### src/rtl/hred_pkg.sv
// Package for the HTTP request end detector: scan codes, status codes,
// the result word type and the scan transition function.
// Depends on nothing; used by every module of the block.
`timescale 1ns / 1ps
`default_nettype none

package hred_pkg;

  localparam int unsigned CountWidth = 16;
  localparam int unsigned ByteWidth  = 8;

  localparam logic [CountWidth-1:0] CapacityReset = 16'd2048;

  localparam logic [3:0] ScanFirstWord  = 4'd0;
  localparam logic [3:0] ScanGap1       = 4'd1;
  localparam logic [3:0] ScanSecondWord = 4'd2;
  localparam logic [3:0] ScanGap2       = 4'd3;
  localparam logic [3:0] ScanHeaderText = 4'd4;
  localparam logic [3:0] ScanTextCr     = 4'd5;
  localparam logic [3:0] ScanLineStart  = 4'd6;
  localparam logic [3:0] ScanLineCr     = 4'd7;
  localparam logic [3:0] ScanDone       = 4'd8;
  localparam logic [3:0] ScanBad        = 4'd9;

  localparam logic [1:0] StatIncomplete = 2'd0;
  localparam logic [1:0] StatComplete   = 2'd1;
  localparam logic [1:0] StatMalformed  = 2'd2;
  localparam logic [1:0] StatOverflow   = 2'd3;

  localparam logic [ByteWidth-1:0] ChSpace = 8'h20;
  localparam logic [ByteWidth-1:0] ChTab   = 8'h09;
  localparam logic [ByteWidth-1:0] ChCr    = 8'h0D;
  localparam logic [ByteWidth-1:0] ChLf    = 8'h0A;

  localparam logic [0:0] RegCapacity = 1'b0;

  // Packed so that status sits in the lowest bits.
  typedef struct packed {
    logic [CountWidth-1:0] bytes_held;
    logic                  byte_taken;
    logic                  simple_request;
    logic [1:0]            status;
  } hred_result_t;

  function automatic logic [3:0] scan_next(input logic [3:0] s,
                                           input logic [ByteWidth-1:0] c);
    logic lf;
    logic cr;
    logic blank;
    logic [3:0] n;
    lf    = (c == ChLf);
    cr    = (c == ChCr);
    blank = (c == ChSpace) || (c == ChTab) || cr;
    case (s)
      ScanFirstWord:  n = lf ? ScanBad : (blank ? ScanGap1 : ScanFirstWord);
      ScanGap1:       n = lf ? ScanBad : (blank ? ScanGap1 : ScanSecondWord);
      ScanGap2:       n = lf ? ScanDone : (blank ? ScanGap2 : ScanHeaderText);
      ScanSecondWord: n = lf ? ScanBad : (blank ? ScanGap2 : ScanSecondWord);
      ScanHeaderText,
      ScanTextCr:     n = cr ? ScanTextCr : (lf ? ScanLineStart : ScanHeaderText);
      ScanLineStart,
      ScanLineCr:     n = cr ? ScanLineCr : (lf ? ScanDone : ScanHeaderText);
      default:        n = s;
    endcase
    return n;
  endfunction

endpackage

`default_nettype wire

### src/rtl/hred_cfg_regs.sv
// APB-style configuration register holding the buffer capacity.
// Depends on hred_pkg.
`timescale 1ns / 1ps
`default_nettype none

module hred_cfg_regs (
  input  wire logic                             clk,
  input  wire logic                             rst,
  input  wire logic                             psel,
  input  wire logic                             penable,
  input  wire logic                             pwrite,
  input  wire logic [1:0]                       paddr,
  input  wire logic [31:0]                      pwdata,
  output logic      [31:0]                      prdata,
  output logic                                  pready,
  output logic      [hred_pkg::CountWidth-1:0]  capacity
);

  logic hit;

  assign hit    = (paddr[1:1] == 1'b0) && (paddr[0:0] == hred_pkg::RegCapacity);
  assign pready = 1'b1;
  assign prdata = hit ? {16'd0, capacity} : 32'd0;

  always_ff @(posedge clk) begin
    if (rst) begin
      capacity <= hred_pkg::CapacityReset;
    end else if (psel && penable && pwrite && pready && hit) begin
      capacity <= pwdata[hred_pkg::CountWidth-1:0];
    end
  end

endmodule

`default_nettype wire

### src/rtl/hred_scan_core.sv
// Scan state, simple-request flag and byte count, with the one-byte
// step logic that produces a result word. Depends on hred_pkg.
`timescale 1ns / 1ps
`default_nettype none

module hred_scan_core (
  input  wire logic                                clk,
  input  wire logic                                rst,
  input  wire logic                                step,
  input  wire logic [hred_pkg::ByteWidth-1:0]      data_byte,
  input  wire logic                                restart,
  input  wire logic [hred_pkg::CountWidth-1:0]     capacity,
  output hred_pkg::hred_result_t                   result
);

  logic [3:0]                      scan_state;
  logic                            simple_flag;
  logic [hred_pkg::CountWidth-1:0] byte_count;

  logic [3:0]                      scan_state_next;
  logic                            simple_flag_next;
  logic [hred_pkg::CountWidth-1:0] byte_count_next;

  logic [3:0]                      cur_state;
  logic                            cur_simple;
  logic [hred_pkg::CountWidth-1:0] cur_count;
  logic [3:0]                      stepped;

  always_comb begin
    cur_state  = restart ? hred_pkg::ScanFirstWord : scan_state;
    cur_simple = restart | simple_flag;
    cur_count  = restart ? '0 : byte_count;
    stepped    = hred_pkg::scan_next(cur_state, data_byte);

    scan_state_next  = cur_state;
    simple_flag_next = cur_simple;
    byte_count_next  = cur_count;
    result.status     = hred_pkg::StatIncomplete;
    result.byte_taken = 1'b0;

    if (cur_state == hred_pkg::ScanDone) begin
      result.status = hred_pkg::StatComplete;
    end else if (cur_state == hred_pkg::ScanBad) begin
      result.status = hred_pkg::StatMalformed;
    end else if (cur_state < hred_pkg::ScanDone && cur_count >= capacity) begin
      result.status = hred_pkg::StatOverflow;
    end else begin
      result.byte_taken = 1'b1;
      byte_count_next   = cur_count + {{(hred_pkg::CountWidth-1){1'b0}}, 1'b1};
      scan_state_next   = stepped;
      if (cur_state == hred_pkg::ScanGap2 && stepped == hred_pkg::ScanHeaderText) begin
        simple_flag_next = 1'b0;
      end
      if (stepped == hred_pkg::ScanDone) begin
        result.status = hred_pkg::StatComplete;
      end else if (stepped == hred_pkg::ScanBad) begin
        result.status = hred_pkg::StatMalformed;
      end
    end

    result.simple_request = simple_flag_next;
    result.bytes_held     = byte_count_next;
  end

  always_ff @(posedge clk) begin
    if (rst) begin
      scan_state  <= hred_pkg::ScanFirstWord;
      simple_flag <= 1'b1;
      byte_count  <= '0;
    end else if (step) begin
      scan_state  <= scan_state_next;
      simple_flag <= simple_flag_next;
      byte_count  <= byte_count_next;
    end
  end

  a_hold_when_idle: assert property (@(posedge clk) disable iff (rst)
    !step |=> $stable(scan_state) && $stable(byte_count) && $stable(simple_flag))
    else $error("scan state changed without a step");

  a_final_holds: assert property (@(posedge clk) disable iff (rst)
    step && !restart && (scan_state == hred_pkg::ScanDone ||
                         scan_state == hred_pkg::ScanBad)
    |=> $stable(byte_count) && $stable(scan_state))
    else $error("byte consumed after a final status");

  a_count_bounded: assert property (@(posedge clk) disable iff (rst)
    step && result.byte_taken |-> result.bytes_held <= capacity)
    else $error("byte count passed the buffer capacity");

  a_simple_sticky: assert property (@(posedge clk) disable iff (rst)
    step && !restart && !simple_flag |=> !simple_flag)
    else $error("simple flag set again without a restart");

endmodule

`default_nettype wire

### src/rtl/http_request_end_detector.sv
// Top level of the HTTP request end detector: input register, scan core,
// result register and configuration port. Depends on hred_pkg,
// hred_cfg_regs and hred_scan_core.
//
//   Port group   Direction  Payload
//   s_*          in         tdata: data_byte[7:0]; tuser: restart
//   m_*          out        tdata: status, simple_request, byte_taken, bytes_held
//   p* (APB)     in/out     buffer_capacity at byte address 0
//
// One word per cycle is sustained while the output is not stalled; the result
// word passes through the input register, then the result register.
// The scan step is a single pass from the input register into the result
// register, so the state is ready for the following word at once.
// Reset clears the scan state, count, valid flags and sets the capacity to 2048.
// A stalled output holds both registers; the input side stays ready while
// the input register is empty.
`timescale 1ns / 1ps
`default_nettype none

module http_request_end_detector (
  input  wire logic        clk,
  input  wire logic        rst,
  input  wire logic        s_tvalid,
  output logic             s_tready,
  input  wire logic [7:0]  s_tdata,   // [7:0] data_byte
  input  wire logic        s_tuser,   // [0] restart
  output logic             m_tvalid,
  input  wire logic        m_tready,
  output logic      [23:0] m_tdata,   // [1:0] status, [2] simple_request,
                                      // [3] byte_taken, [19:4] bytes_held, [23:20] zero
  input  wire logic        psel,
  input  wire logic        penable,
  input  wire logic        pwrite,
  input  wire logic [1:0]  paddr,
  input  wire logic [31:0] pwdata,
  output logic      [31:0] prdata,
  output logic             pready
);

  logic                              in_valid;
  logic [hred_pkg::ByteWidth-1:0]    in_byte;
  logic                              in_restart;
  logic                              advance;
  logic                              step;
  logic [hred_pkg::CountWidth-1:0]   capacity;
  hred_pkg::hred_result_t            result;
  hred_pkg::hred_result_t            out_word;

  assign advance  = !m_tvalid || m_tready;
  assign step     = in_valid && advance;
  assign s_tready = !in_valid || advance;
  assign m_tdata  = {4'd0, out_word};

  hred_cfg_regs u_cfg (
    .clk      (clk),
    .rst      (rst),
    .psel     (psel),
    .penable  (penable),
    .pwrite   (pwrite),
    .paddr    (paddr),
    .pwdata   (pwdata),
    .prdata   (prdata),
    .pready   (pready),
    .capacity (capacity)
  );

  hred_scan_core u_core (
    .clk       (clk),
    .rst       (rst),
    .step      (step),
    .data_byte (in_byte),
    .restart   (in_restart),
    .capacity  (capacity),
    .result    (result)
  );

  always_ff @(posedge clk) begin
    if (rst) begin
      in_valid <= 1'b0;
      m_tvalid <= 1'b0;
    end else begin
      if (s_tready) begin
        in_valid <= s_tvalid;
      end
      if (advance) begin
        m_tvalid <= in_valid;
      end
    end
  end

  always_ff @(posedge clk) begin
    if (s_tready && s_tvalid) begin
      in_byte    <= s_tdata;
      in_restart <= s_tuser;
    end
    if (step) begin
      out_word <= result;
    end
  end

endmodule

`default_nettype wire

### config.mk
export PLATFORM = sky130hd
export DESIGN_NAME = http_request_end_detector
export DESIGN_NICKNAME = d
export VERILOG_FILES = /design/src/rtl/hred_pkg.sv /design/src/rtl/hred_cfg_regs.sv /design/src/rtl/hred_scan_core.sv /design/src/rtl/http_request_end_detector.sv
export SDC_FILE = /design/constraint.sdc
export NUM_CORES = 1
export LEC_CHECK = 0
export BUFFER_PORTS_ARGS = -buffer_cell sky130_fd_sc_hd__buf_2
export CORE_MARGIN = 2
export CORE_UTILIZATION = 55
export CTS_CLUSTER_DIAMETER = 150
export DETAILED_ROUTE_END_ITERATION = 10
export PLACE_DENSITY_LB_ADDON = 0.08
export SKIP_LAST_GASP = 1
export SLEW_MARGIN = 20
export SYNTH_ARGS = -nofsm -noshare
export SYNTH_HDL_FRONTEND = slang
export SYNTH_SLANG_ARGS = --single-unit
### constraint.sdc
create_clock -name clk -period 7.2 [get_ports clk]
set_input_delay 1.08 -clock clk [delete_from_list [all_inputs] [get_ports clk]]
set_output_delay 1.08 -clock clk [all_outputs]
set_load 0.1 [all_outputs]
Yosys cells after proc, flatten, opt, wreduce, memory -nomap -nowiden --
Cells that the tools add are included.
Operators by class: $add $sub $neg 1, order comparisons 2, eq/ne operators 16, mux-type cells 31, bitwise logic cells 3, reductions and logical operators 18
Operators with widths (number):
- 16-bit two-way mux | 5
- 4-bit two-way mux | 11
- 8-bit by 4-bit equality test with 1-bit output (second input constant) | 3
- 4-bit one-hot mux with 6 select lines | 1
- 4-bit by 3-bit equality test with 1-bit output (second input constant) | 5
- 16-bit by 1-bit adder with 16-bit output (second input constant) | 1
- 4-bit equality test (second input constant) | 4
- 16-bit >= comparator | 1
- 2-bit two-way mux | 6
- 4-bit by 2-bit equality test with 1-bit output (second input constant) | 2
- 8-bit by 6-bit equality test with 1-bit output (second input constant) | 1
- 1-bit logical AND | 8
- 1-bit two-way mux | 7
- 2-bit OR reduction | 3
- 4-bit by 1-bit equality test with 1-bit output (second input constant) | 1
- 4-bit logical NOT | 1
- 1-bit logical OR | 4
- 4-bit < comparator (second input constant) | 1
- 3-bit two-way mux | 1
- 1-bit logical NOT | 2
- 1-bit inverter | 2
- 1-bit OR | 1
Storage, ports and cells: flip-flop bits (word level) 68, input port bits 50, word-level logic and storage cells 83

Logic depth before layout (Yosys ltp) --
Gate-level depths: netlist of run 1.
depth in word-level cells 12, gate-level depth with buffers 13, gate-level depth less buffers 9

Hierarchy --
Synthesis of run 1 repeated with hierarchy kept, for this count alone.
Second synthesis, totals: cell total of the unflattened synthesis 459, area, all modules 4156.5 um^2
By module, submodules not included:
- hred_scan_core | times used 1, cells an instance 308, area each 2168.3 um^2
- http_request_end_detector | times used 1, cells an instance 44, area each 1008.5 um^2
- hred_cfg_regs | times used 1, cells an instance 107, area each 979.7 um^2

Worst setup path after synthesis of run 1 --
Ideal clock, no wire load.
path type input to output, from in paddr[0], to out prdata[10], data arrival time 3.523 ns, required time 6.120 ns, slack 2.597 ns, cell stages on the path 3, buffers on the path 2, cell sequence clkbuf_1 > clkbuf_1 > nor3_1
On the way: word-level cells in the longest chain between the ends 3
RTL lines:
- from (decl) | RTL line http_request_end_detector.sv:34 | input wire logic [1:0] paddr,
- 1-bit inverter | RTL line hred_cfg_regs.sv:21 | assign hit = (paddr[1:1] == 1'b0) && (paddr[0:0] == hred_pkg::RegCapacity);
- 1-bit logical AND | RTL line hred_cfg_regs.sv:21
- 16-bit two-way mux | RTL line hred_cfg_regs.sv:23 | assign prdata = hit ? {16'd0, capacity} : 32'd0;
- to (decl) | RTL line http_request_end_detector.sv:36 | output logic [31:0] prdata,
No other way between the ends.

==> results.md, run 1 <==
- Pre-antenna DRT Iters: 4
- CP Max Fanout: 51
- Die width: 89.8 µm
- Syn_area_per_cell: 8.63 µm²
- Post-Syn Instances: 469
- Buf/Inv on CP: 3
- Routability Congestion: 0.819
- Worst VDD drop: 0.000117 V
- Post-synth EDFFs: 29
- Required @ worst endpoint: 7.28 ns
- Ys Warns: 0
- Post-route DRC: 0
- Leakage: 1.80 nW
- Max-slew headroom: 35.7%
- Crit path max-delay family: simple AND/OR/NAND/NOR gates
- Comb pwr share: 16.3%
- Initial DRC Count: 351
- Initial antenna violation count: 0
- GRT Util Overall: 22.3%
- Largest stage delay, worst path: 0.52 ns
- Clock power frac: 35.5%
- Nature of the critical path endpoint: register
- Nets@finish: 593
- Gr ovfl total: 0
- Outcome: finished, final reports clean
- Largest net degree at the start of global routing: 52
- TNS Setup: 0 ns
- End of the worst hold path: u_cfg.capacity[15]
- Final Non-Filler Cells: 630
- Internal Power: 0.000593 W
- Seq cells post-synth: 68
- Slew of the pin with the lowest slew margin: 0.958 ns
- Largest area contributor in the netlist: edfxtp_1
- Worst-Skew Late Latency: 0.36 ns
- Most frequent CP cell: buf_4
- TritonCTS clock tree: done
- Layout area overhead: 11.8%
- Die area: 8060 µm²
- Switching fraction of total power: 31.6%
- Final setup viols: 0
- Arr. time, crit path: 3.62 ns
- Diodes inserted: 0
- Die Y-Extent: 89.8 µm
- # rows: 31
- Fmax: 283 MHz
- Tot Pwr: 0.000868 W
- Starting Density: 56.4%
- Tmin final: 3.54 ns
- Final Max Tran Viols: 0
- Fin. Hold Viols: 0
- Via density: 5.48
- PwrDens: 192 nW/µm²
- Asr flop ratio synth: 0%
- Fill count: 646
- Seq pwr share: 48.2%
- Setup CP Type: register to register
- DP HPWL: 6250 µm
- Antenna Violating Nets Remaining: 0
- Mapped Area: 4050 µm²
- Core footprint: 7180 µm²
- Fraction of layout cells with a size suffix above 1: 18.6%
- Worst Hold Class: register to register
- WL final: 8850 µm
- Hold Path Cell Cnt: 2
- R2R cell count: 11
- PortBufs: 71
- Reg2Reg Setup Slack: 3.66 ns
- Setup Fix Bufs, Post-CTS: 0
- CTS clk-pin slew, worst paths: 0.07 ns
- P_sw: 0.000274 W
- Hold wc startpoint: u_cfg.capacity[15]
- Max Cap Viol: 0
- First-pass GRT wire length: 14,700 µm
- Routed vias: 3,450
- # hold bufs at CTS: 0
- RSZ-0062 raised after global routing: false
- Clock Skews: 0.0102 ns
- Startpoint Class: register
- Levels on crit path: 11
- Drt wl/cell: 14.0 µm
- Critical Path, Cell by Cell: buf_4 > nand2b_1 > inv_1 > ha_1 > nand4_1 > or3_1 > or4_4 > a31oi_4 > buf_4 > nor4_1 > xnor2_1
- Placed insts: 614
- Clock Tree Buf Depth: 2
- Seq/Total Area, Yosys: 40.8%
- Vias in the first global route: 3,049
- Main synth FF type: dfxtp_1
- CP max-delay cell: or4_4
- Unique masters post-synth: 57
- TritonCTS Sinks: 68
- Clk root buf: clkbuf_8
- CTS buffer count: 9
- Top cells by area, synth: edfxtp_1 (22%), dfxtp_1 (19%), nand2_1 (6.6%)
- CTS-repair resized insts: 0
- Reg2Reg Capture Point: m_tdata[18]
- H-tree Lvls: 3
- Commonest non-fill, non-tap cells in the layout: nand2_1 (71), buf_2 (71), dfxtp_1 (39)
- Boundary Pins: 109
- Synth top area share: 21.5%
- R2r startpoint: in_restart
- Fin crit share: 49.2%
logic make-up after synthesis:
family | Yosys count | synth area share, %
muxes | 1 | 0.278
adders and majority gates | 17 | 5.25
xor gates and xnor gates | 5 | 1.08
DFF | 68 | 40.8
other | 2 | 0.186
buffers and inverters | 70 | 9.40
and+or+nand+nor | 217 | 28.3
AOI/OAI and AO/OA | 89 | 14.7
layout make-up:
type	count	area, µm²	area share, %
Multi-Input combinational cell	350	2090	46.2
Sequential cell	68	1650	36.5
Timing Repair Buffer	75	385	8.51
Clock buffer	9	124	2.74
Tap cell	99	124	2.74
Inverter	22	82.6	1.82
Clock inverter	7	67.6	1.49
worst reg2reg max path: stages (launching register included):
cell and delay [ns]:
edfxtp_1 0.32, buf_4 0.31, nand2b_1 0.22, inv_1 0.07, ha_1 0.29, nand4_1 0.15, or3_1 0.43, or4_4 0.52
a31oi_4 0.18, buf_4 0.41, nor4_1 0.16, xnor2_1 0.18
routing by layer:
metal | GRT usage, % | wire (µm)
met2 | 33.3 | 3980
met3 | 4.27 | 490
met5 | 0 | 0
met1 | 31.6 | 4210
met4 | 10.3 | 161
how the worst max path moves through the flow:
stage / to / startpoint
2_1_floorplan: prdata[10] / paddr[0]
3_3_place_gp: u_core.byte_count[14] / m_tready
3_5_place_dp: u_core.byte_count[14] / m_tready
4_1_cts: m_tdata[18] / in_restart
5_1_grt: m_tdata[18] / in_restart
6_report: m_tdata[18] / in_restart
state kept, by name (all words and copies together), names as in the netlist:
register and flops:
u_core.simple_flag 1, in_restart 1, m_tvalid 1, in_byte 8
u_core.byte_count 16, in_valid 1, u_cfg.capacity 16, u_core.scan_state 4
m_tdata 20
through the flow:
stage	worst slack, ns	util, %	area, µm²	hold slack, ns
floorplan	2.60	-	4120	0.436
global placement	3.63	60.4	4340	0.441
detailed placement	3.60	60.4	4340	0.448
CTS	3.67	63.1	4530	0.459
global route	3.48	63.1	4530	0.478
finish	3.66	63.1	4530	0.457
cells in the mapped netlist (all sizes together) (13+ instances only):
cell type / instances
nor2: 18
nor3: 25
a21oi: 32
clkbuf: 20
or4: 17
or3: 13
inv: 21
edfxtp: 29
nand2: 71
ha: 17
nand2b: 15
buf: 28
nor2b: 16
dfxtp: 39
power groups by stage:
stage / sequential [W] / combinational [W] / clock (W)
2_1_floorplan: 0.000457 / 0.0000975 / 0
5_1_grt: 0.000420 / 0.000149 / 0.000333
4_1_cts: 0.000418 / 0.000141 / 0.000314
6_report: 0.000418 / 0.000141 / 0.000308
3_3_place_gp: 0.000427 / 0.000140 / 0
3_5_place_dp: 0.000427 / 0.000141 / 0
(Power assumes the default switching activity.)
==> inputs of run 2 (changes only) <==
--- a/config.mk
+++ b/config.mk
@@ -7,7 +7,7 @@
 export LEC_CHECK = 0
 export BUFFER_PORTS_ARGS = -buffer_cell sky130_fd_sc_hd__buf_2
 export CORE_MARGIN = 2
-export CORE_UTILIZATION = 55
+export CORE_UTILIZATION = 53
 export CTS_CLUSTER_DIAMETER = 150
 export DETAILED_ROUTE_END_ITERATION = 10
 export PLACE_DENSITY_LB_ADDON = 0.08
==> constraint.sdc (replaced) <==
create_clock -name clk -period 3.4 [get_ports clk]
set_input_delay 0.51 -clock clk [delete_from_list [all_inputs] [get_ports clk]]
set_output_delay 0.51 -clock clk [all_outputs]
set_load 0.1 [all_outputs]
==> results.md, run 2 (synthesized netlist as in run 1, its figures left out) <==
- Slew of the pin with the lowest slew margin: 0.793 ns
- Met2 Resource Use GR: 33.3%
- Setup Fix Bufs, Post-CTS: 0
- Worst Hold Class: primary input to register
- Routed vias: 3,535
- Die area: 8350 µm²
- Gr ovfl total: 0
- # rows: 31
- Commonest non-fill, non-tap cells in the layout: nand2_1 (71), buf_2 (71), dfxtp_1 (39)
- CP Max Fanout: 40
- Clock Tree Buf Depth: 2
- Register area: 1650 µm²
- Initial antenna violation count: 0
- Post-route DRC: 0
- R2R cell count: 10
- Met3 usage: 5.39%
- Layout area overhead: 14.6%
- Nets@finish: 602
- Worst VDD drop: 0.000289 V
- Vias in the first global route: 3,106
- Max Cap Viol: 0
- End of the worst hold path: in_byte[2]
- Multi-input gate area: 2090 µm²
- Fmax: 307 MHz
- Outcome: finished, final reports clean
- Max-slew headroom: 47.1%
- Setup CP Type: register to register
- Nature of the critical path endpoint: register
- R2r startpoint: in_restart
- CTS buffer count: 9
- Reg2Reg Setup Slack: 0.15 ns
- DP HPWL: 6450 µm
- Fin. Hold Viols: 0
- Required @ worst endpoint: 3.50 ns
- WL final: 8880 µm
- Final setup viols: 0
- Drt wl/cell: 13.9 µm
- PortBufs: 71
- PwrDens: 418 nW/µm²
- GRT Util Overall: 22.1%
- Dpl cell area: 4420 µm²
- Die width: 91.4 µm
- Clock Skews: 0.0104 ns
- Hold Path Cell Cnt: 1
- Initial DRC Count: 234
- Final Max Tran Viols: 0
- Routability Congestion: 0.847
- Fill count: 645
- Reg2Reg Capture Point: m_tdata[5]
- Largest net degree at the start of global routing: 43
- Tmin final: 3.25 ns
- Fraction of layout cells with a size suffix above 1: 20.4%
- Via density: 5.53
- Final Instance Area: 4640 µm²
- Antenna Violating Nets Remaining: 0
- Hold wc startpoint: s_tdata[2]
- Hold WS: 0.337 ns
- Core footprint: 7330 µm²
- CTS-repair resized insts: 0
- Max reg flops: 20
- Fin crit share: 95.7%
- TritonCTS clock tree: done
- RSZ-0062 raised after global routing: false
- Diodes inserted: 0
- First-pass GRT wire length: 14,800 µm
- Met1 Use GR: 31.3%
- Clk root buf: clkbuf_8
- # hold bufs at CTS: 0
- TritonCTS Sinks: 68
- Grt peak-use layer: met2
- Pre-antenna DRT Iters: 5
- Worst-Skew Late Latency: 0.34 ns
- Boundary Pins: 109
- H-tree Lvls: 3
- Arr. time, crit path: 3.36 ns
- CTS clk-pin slew, worst paths: 0.08 ns
- Startpoint Class: register
- Leakage: 1.86 nW
- Die Y-Extent: 91.4 µm
- Starting Density: 55.2%
-- run 2: changes by cell type in the layout (fill, tap and decap cells not counted) --
cell / before / now
buf_4: 4 / 12
clkinv_1: 3 / 1
inv_6: 0 / 2
buf_12: 0 / 1
bufinv_16: 1 / 2
clkinv_4: 2 / 1
-- run 2: area by class of cell --
type,instances,share of cell area (%)
Clock buffer,9,2.67
Clock inverter,7,2.13
Inverter,22,1.78
Multi-Input combinational cell,350,45.1
Sequential cell,68,35.6
Tap cell,99,2.67
Timing Repair Buffer,84,10.0
-- run 2: worst max path at each step --
| stage | to | from | slack, ns | depth (start not counted) |
|---|---|---|---|---|
| floorplan | prdata[10] | paddr[0] | -0.06 | 3 |
| finish | m_tdata[5] | in_restart | 0.15 | 10 |
| global placement | m_tdata[5] | in_restart | 0.22 | 10 |
| global route | m_tdata[5] | in_restart | 0.03 | 10 |
| detailed placement | m_tdata[5] | in_restart | 0.16 | 10 |
| CTS | m_tdata[5] | in_restart | 0.15 | 10 |
-- run 2: metal layers --
metal | vias up | share of wire [%] | routed length [µm]
met5 | - | 0 | 0
met1 | 1638 | 46 | 4110
met4 | 0 | 0.90 | 80
li1 | 1780 | - | -
met3 | 8 | 5.6 | 495
met2 | 109 | 47 | 4190
-- run 2: worst max-delay path, stage by stage, from the launching register on --
cell and delay (ns):
edfxtp_1 0.52, buf_4 0.25, nor2b_1 0.32, ha_1 0.18, nand2_1 0.06, or3_1 0.37
or4_4 0.52, a31oi_4 0.25, buf_12 0.22, nor3b_1 0.08, or2_1 0.23
-- run 2: power by group --
part           internal [W]  leakage, nW  switching (W)
Sequential         0.000874        0.589      0.0000135
Combinational     0.0000520         1.17       0.000250
Clock              0.000418        0.110       0.000330
Total               0.00134         1.86       0.000594
-- run 2: per-stage QoR --
step	TNS (ns)	power, W	utilization [%]	setup WS (ns)	instances
after global routing	0	0.00201	63.3	0.0254	639
final	0	0.00194	63.3	0.145	639
after floorplan	-0.631	0.00118	-	-0.0631	488
after detailed placement	0	0.00121	60.2	0.159	623
after global placement	0	0.00120	60.2	0.216	623
after CTS	0	0.00195	63.3	0.148	639
==> inputs of run 3 (changes only) <==
--- a/config.mk
+++ b/config.mk
@@ -10,6 +10,7 @@
 export CORE_UTILIZATION = 53
 export CTS_CLUSTER_DIAMETER = 150
 export DETAILED_ROUTE_END_ITERATION = 10
+export MAX_ROUTING_LAYER = met4
 export PLACE_DENSITY_LB_ADDON = 0.08
 export SKIP_LAST_GASP = 1
 export SLEW_MARGIN = 20
==> results.md, run 3 (synthesized netlist as in run 1, its figures left out) <==
- Worst-Skew Late Latency: 0.35 ns
- Commonest non-fill, non-tap cells in the layout: nand2_1 (71), buf_2 (71), dfxtp_1 (39)
- Seq pwr share: 45.7%
- PwrDens: 419 nW/µm²
- TritonCTS clock tree: done
- Max Cap Viol: 0
- Nature of the critical path endpoint: register
- Max-slew headroom: 45.5%
- Initial DRC Count: 225
- Pre-antenna DRT Iters: 5
- CTS clk-pin slew, worst paths: 0.08 ns
- Layout area overhead: 14.6%
- RSZ-0062 raised after global routing: false
- PortBufs: 71
- CTS-repair resized insts: 0
- Routed vias: 3,539
- TritonCTS Sinks: 68
- Required @ worst endpoint: 3.51 ns
- Initial antenna violation count: 0
- Tmin final: 3.25 ns
- First-pass GRT wire length: 14,800 µm
- Setup WS pre-CTS: 0.159 ns
- Gr ovfl total: 0
- Die area: 8350 µm²
- Outcome: finished, final reports clean
- Die Y-Extent: 91.4 µm
- WL final: 9000 µm
- R2R cell count: 10
- H-tree Lvls: 3
- Slew of the pin with the lowest slew margin: 0.818 ns
- Fin crit share: 95.6%
- Fin. Hold Viols: 0
- Max reg flops: 20
- # rows: 31
- Setup Fix Bufs, Post-CTS: 0
- Starting Density: 55.2%
- Antenna Violating Nets Remaining: 0
- Dpl cell area: 4420 µm²
- Clock Skews: 0.0110 ns
- Drt wl/cell: 14.1 µm
- # hold bufs at CTS: 0
- TNS Setup: 0 ns
- Largest net degree at the start of global routing: 43
- Fmax: 308 MHz
- CP Max Fanout: 40
- Leakage: 1.86 nW
- Internal Power: 0.00134 W
- DP HPWL: 6450 µm
- Clock power frac: 38.7%
- Worst Hold Class: primary input to register
- Post-route DRC: 0
- Vias in the first global route: 3,107
- Worst VDD drop: 0.000289 V
- CTS buffer count: 9
- Nets@finish: 602
- Arr. time, crit path: 3.36 ns
- Core footprint: 7330 µm²
- Via density: 5.54
- Clock Tree Buf Depth: 2
- Switching fraction of total power: 30.8%
- Final Max Tran Viols: 0
- Startpoint Class: register
- Comb pwr share: 15.6%
- Final setup viols: 0
- Diodes inserted: 0
- Routability Congestion: 0.861
- Die width: 91.4 µm
- Tot Pwr: 0.00194 W
- Final Instance Area: 4640 µm²
- Final WS setup: 0.150 ns
- Setup CP Type: register to register
- GRT Util Overall: 22.8%
- Boundary Pins: 109
- Fraction of layout cells with a size suffix above 1: 20.4%
- P_sw: 0.000599 W
- Hold Path Cell Cnt: 1
- Clk root buf: clkbuf_8
-- run 3: worst max-delay path: stages, from the launching register on --
cell and delay [ns]:
edfxtp_1 0.52, buf_4 0.25, nor2b_1 0.32, ha_1 0.18, nand2_1 0.06, or3_1 0.37, or4_4 0.52, a31oi_4 0.25
buf_12 0.22, nor3b_1 0.08, or2_1 0.23
-- run 3: power groups by stage --
stage / logic [W] / clock network (W) / registers [W]
after floorplan: 0.000207 / 0 / 0.000968
after CTS: 0.000303 / 0.000760 / 0.000887
after global placement: 0.000299 / 0 / 0.000905
after detailed placement: 0.000302 / 0 / 0.000906
final: 0.000303 / 0.000753 / 0.000887
after global routing: 0.000318 / 0.000804 / 0.000890
-- run 3: metrics by stage --
stage | hold slack, ns | instances | utilization [%]
finish | 0.332 | 639 | 63.3
global route | 0.311 | 639 | 63.3
CTS | 0.323 | 639 | 63.3
detailed placement | 0.448 | 623 | 60.2
global placement | 0.442 | 623 | 60.2
floorplan | 0.436 | 488 | -
-- run 3: path summary, 6_finish.rpt --
kind | startpoint | to | slack, ns
worst max-delay path | in_restart | m_tdata[5] | 0.15
worst min register to register | u_cfg.capacity[3] | u_cfg.capacity[3] | 0.46
worst max register to register | in_restart | m_tdata[5] | 0.15
worst min-delay path | s_tdata[2] | in_byte[2] | 0.33
-- run 3: area by class of cell --
type                            count  area, µm²
Clock inverter                      7       98.8
Tap cell                           99        124
Multi-Input combinational cell    350       2090
Fill cell                         645       2690
Clock buffer                        9        124
Timing Repair Buffer               84        465
Inverter                           22       82.6
Sequential cell                    68       1650
-- run 3: layer usage --
metal	share of wire (%)	global-route usage [%]	up-vias
met5	0	-	-
met4	1.7	7.07	0
met3	4.8	4.98	13
met2	47	33.2	103
met1	47	31.5	1642
li1	-	-	1781
